==> config.mk <==
export PLATFORM = sky130hd
export DESIGN_NAME = oidlt_ram
export DESIGN_NICKNAME = d
export VERILOG_FILES = /design/src/hw/rtl/oidlt_ram.sv
export SDC_FILE = /design/constraint.sdc
export NUM_CORES = 2
export LEC_CHECK = 0
export ABC_AREA = 1
export BUFFER_PORTS_ARGS = -buffer_cell sky130_fd_sc_hd__buf_2
export CELL_PAD_IN_SITES_DETAIL_PLACEMENT = 1
export CELL_PAD_IN_SITES_GLOBAL_PLACEMENT = 2
export CORE_MARGIN = 2
export CORE_UTILIZATION = 33
export DETAILED_ROUTE_END_ITERATION = 10
export GPL_TIMING_DRIVEN = 0
export PLACE_DENSITY = 0.63
export SYNTH_ARGS = -nofsm -noshare
export SYNTH_HDL_FRONTEND = slang
export SYNTH_SLANG_ARGS = --single-unit
==> constraint.sdc <==
create_clock -name clk -period 2.5 [get_ports clk]
set_input_delay 0.5 -clock clk [delete_from_list [all_inputs] [get_ports clk]]
set_output_delay 0.5 -clock clk [all_outputs]
set_load 0.02 [all_outputs]
==> src/hw/rtl/oidlt_ram.sv <==
// Generic simple dual-port RAM: one write port, one read port, registered read.
// No dependencies; used for the per-ID entry store of the linked table.
module oidlt_ram #(
    parameter int WIDTH = 8,
    parameter int DEPTH = 256
) (
    input  logic                     clk,
    input  logic                     we,
    input  logic [$clog2(DEPTH)-1:0] waddr,
    input  logic [WIDTH-1:0]         wdata,
    input  logic [$clog2(DEPTH)-1:0] raddr,
    output logic [WIDTH-1:0]         rdata
);

    logic [WIDTH-1:0] mem [DEPTH];
    logic [WIDTH-1:0] rdata_reg;

    always_ff @(posedge clk)
    begin
        if (we)
        begin
            mem[waddr] <= wdata;
        end
        rdata_reg <= mem[raddr];
    end

    assign rdata = rdata_reg;

endmodule

* After elaboration in Yosys (flattened, before gate mapping)
Memories as Yosys holds them, arrays and structs flattened. A register that Yosys moved wholly into a read port is not among the register bits.
Cells that the tools add are included.
** Storage, ports and cells
- Bits in registers :: 0
- Bits in writable memories :: 2048
- Bits of input ports :: 26
- Output and inout port bits :: 8
- Logic and storage cells :: 3
- Memories :: 1
** Memory list
- mem :: depth 256, bits a word 8, rd ports 1, clocked after Yosys merged registers in 1, wr ports 1, RTL line 15 : logic [WIDTH-1:0] mem [DEPTH];
** Cells by class
- Muxes and demuxes :: 2
** Operator list (number)
- $mux W1 :: 2

* Logic depth before layout (Yosys ltp)
- Depth after elaboration :: 2
- Gate-level depth with buffers :: 15
- Depth with buffers taken out :: 11

* Least setup slack after synthesis
OpenSTA, ideal clock, no wires.
- Path kind :: input to register
- Start point :: input port we
- End point :: memory mem[162][0] (enable)
- Setup time :: 370 ps
- Data arrival time :: 1621 ps
- Required time :: 2130 ps
- Slack :: 509 ps
- Cell stages on the path :: 4
- Buffers on the path :: 2
- Cells stage by stage :: clkbuf_1 nand3_1 clkbuf_1 nor2_1
** Between the ends
- Longest elaborated chain between the ends :: 2
** RTL lines
- from (decl) :: RTL line 8 : input logic we,
- $mux W1 :: RTL line 20 : if (we)
- $mux W1 (not written as such) :: RTL line 22 : mem[waddr] <= wdata;
- to (decl) :: RTL line 15
No other way between the ends.

* Final worst setup path
- Start point :: input port we
- End point :: memory mem[97][0] (enable)
The elaborated chain is that of the path after synthesis.

==> summary.md <==
| Metric | Value |
|---|---|
| CTS clk-pin slew, worst paths | `0.06 ns` |
| Cell internal pwr | `57.2 mW` |
| IO Pins | `34` |
| Max VDD drop | `0.649 mV` |
| Starting Density | `0.332` |
| DR pass1 iterations | `6` |
| Peak Freq | `0.360 GHz` |
| Antenna Nets Post-Route | `0` |
| DR iter-0 viols | `8321` |
| Final Non-Filler Cells | `10800` |
| WHS | `0.0616 ns` |
| Vias | `61400` |
| Setup TNS | `-30.05 ns` |
| IO buf count | `26` |
| Sw power | `19.7 mW` |
| Power per cell area | `796 nW/um2` |
| RD Place Congestion | `1.04` |
| Site Rows | `184` |
| # DRC | `0` |
| Number of global-route vias before repair | `59300` |
| Mapped cell area | `83400 um2` |
| Die area | `257000 um2` |
| Register share of total power | `0.495` |
| Setup ws final | `-0.278 ns` |
| Num CTS Buffers | `226` |
| Post-synthesis register bit count | `2056` |
| Post-Syn Instances | `7003` |
| Top-area cell type share of the netlist area | `0.737` |
| Core Area | `251000 um2` |
| Syn Area/Cell | `11.9 um2` |
| Clk Latency, worst-skew pair | `0.95 ns` |
| Layout area overhead | `15.9%` |
| Worst Path Max Fanout | `10` |
| Post-CTS Setup Inserts | `0` |
| Worst EP required | `3.01 ns` |
| Status | `finished with violations` |
| Max reg flops | `2048` |
| Multi-input combinational cell area | `19600 um2` |
| Final setup viols | `445` |
| Setup Skew | `0.0488 ns` |
| Syn Nets | `7029` |
| Hold WC Path Type | `input pin to flip-flop` |
| Hpwl dp | `279 mm` |
| Leakage | `33.4 nW` |
| Wire per inst | `36.8 um` |
| Total Routing Usage GR | `0.306` |
| Comb power frac | `0.081` |
| Largest cells by area after synthesis | `edfxtp_1 (74%), nand3_1 (12%), nand2_1 (9.6%)` |
| Max Root-Sink Buffers | `3` |
| Clock share of power | `0.425` |
| Die span in y | `507 um` |
| Synth area leader | `edfxtp_1` |
| Seq/Total Area, Yosys | `0.739` |
| Inst Count DP | `10400` |
| Total clock sinks | `2056` |
| Final Util | `0.384` |
| Final Max Slew Viols | `0` |
| WS Path Type | `input pin to flip-flop` |
| Total Routed Length | `399 mm` |
| CTS Root Cell | `clkbuf_16` |
| Htree depth | `4` |
| Crit end category | `flip-flop` |
| Vias/cell | `5.67` |
| Largest net degree at the start of global routing | `144` |
| Slew @ Worst Pin | `1.44 ns` |
| Final nets | `7319` |
| Final hold vios | `0` |
| TritonCTS clock tree | `yes` |
| Distinct cells, synth | `14` |
| Net Sw Frac | `0.256` |
| Fin crit period | `2.78 ns` |
| Startpoint Class | `input pin` |
| Layout cells sized above 1 | `0.125` |
| Rel. slew slack | `0.0366` |
| MaxCap Viol Count | `0` |
| Grt ovf | `0` |
| Final cycle utilization of the critical path | `1.11` |
| Filler cells | `26800` |
| Die width | `507 um` |
| Initial antenna violation count | `28` |
| Worst path arrival time | `3.29 ns` |
| Seq. cell area | `61700 um2` |
| RSZ-0062 raised after global routing | `yes` |
| Global-route wire length before repair | `530 mm` |
| Failing checks | `negative setup slack` |
| Pwr Total | `76.9 mW` |
| Yosys warnings | `0` |
==> synthesized netlist by cell type <==
| cell type | n |
|---|---|
| nand2_1 | 2123 |
| nand3_1 | 2019 |
| buf_6 | 16 |
| buf_8 | 1 |
| inv_4 | 1 |
| edfxtp_1 | 2048 |
| inv_1 | 36 |
| buf_2 | 268 |
| clkbuf_1 | 112 |
| dfxtp_1 | 8 |
| nor2_1 | 283 |
| buf_1 | 40 |
| inv_2 | 2 |
| buf_4 | 46 |
==> power by group through the flow <==
stage	Clock [mW]	Combinational (mW)	Sequential [mW]
floorplan	0	2.34	38.8
global placement	0	5.72	38.9
detailed placement	0	5.91	38.7
CTS	32.8	5.98	38.0
global route	34.1	6.33	38.0
finish	32.6	6.20	38.0
==> kinds of logic after synthesis <==
family | count (synthesis) | share of synthesized area
AND/OR/NAND/NOR | 4425 | 0.229
flip-flops | 2056 | 0.739
buffers and inverters | 522 | 0.0312
==> through the flow <==
step | area (um2) | worst slack [ns]
global placement | 87700 | -3.51
floorplan | 83400 | 0.509
global route | 96600 | -0.136
CTS | 96300 | -0.0697
detailed placement | 88700 | -1.96
finish | 96600 | -0.278
==> metal layers <==
| metal | vias up | part of all wire | track usage |
|---|---|---|---|
| li1 | 25500 | - | - |
| met1 | 32300 | 0.42 | 0.425 |
| met2 | 2993 | 0.44 | 0.460 |
| met3 | 646 | 0.086 | 0.0607 |
| met4 | 2 | 0.055 | 0.144 |
| met5 | - | 0.000050 | 0 |
==> layout make-up <==
class / count / area share
plain buffers: 483 / 0.0298
clock inverters: 127 / 0.0119
well taps: 3348 / 0.0434
repair buffers: 62 / 0.0108
diodes: 8 / 0.000207
inverters: 39 / 0.00155
clock buffers: 284 / 0.0612
flip-flops and latches: 2056 / 0.638
multi-input cells: 4425 / 0.203
==> worst max-delay path, cell delays in order <==
cell	delay, ns
clkbuf_1	0.41
nand2_1	0.56
clkbuf_2	0.79
nor2_2	0.96
==> layout by cell type, fill, tap and decap left out, drive strengths merged <==
cell           count
buf              386
inv               40
clkdlybuf4s15      4
bufinv            12
clkinv           112
clkdlybuf4s18      3
nand3           2019
clkbuf           434
dlygate4sd3        2
nand2           2123
clkinvlp           2
dfxtp              8
edfxtp          2048
nor2             283
diode              8
==> timing repair <==
| item | 4_1_cts | 5_1_grt |
|---|---|---|
| endpoints found under the hold margin | 35 | 0 |
| cloned | 0 | 0 |
| resized for setup | 206 | 152 |
| setup endpoints to repair | 371 | 400 |
| hold buffers | 2 | 0 |
==> final timing paths <==
kind / startpoint / end / slack [ns] / cells after the start
max: we / mem[97][0] / -0.28 / 4
min: wdata[3] / mem[207][3] / 0.06 / 1
max reg2reg: mem[110][7] / rdata[7] / -0.07 / 10
min reg2reg: mem[250][6] / rdata[6] / 1.13 / 10
(Power assumes the default switching activity.)
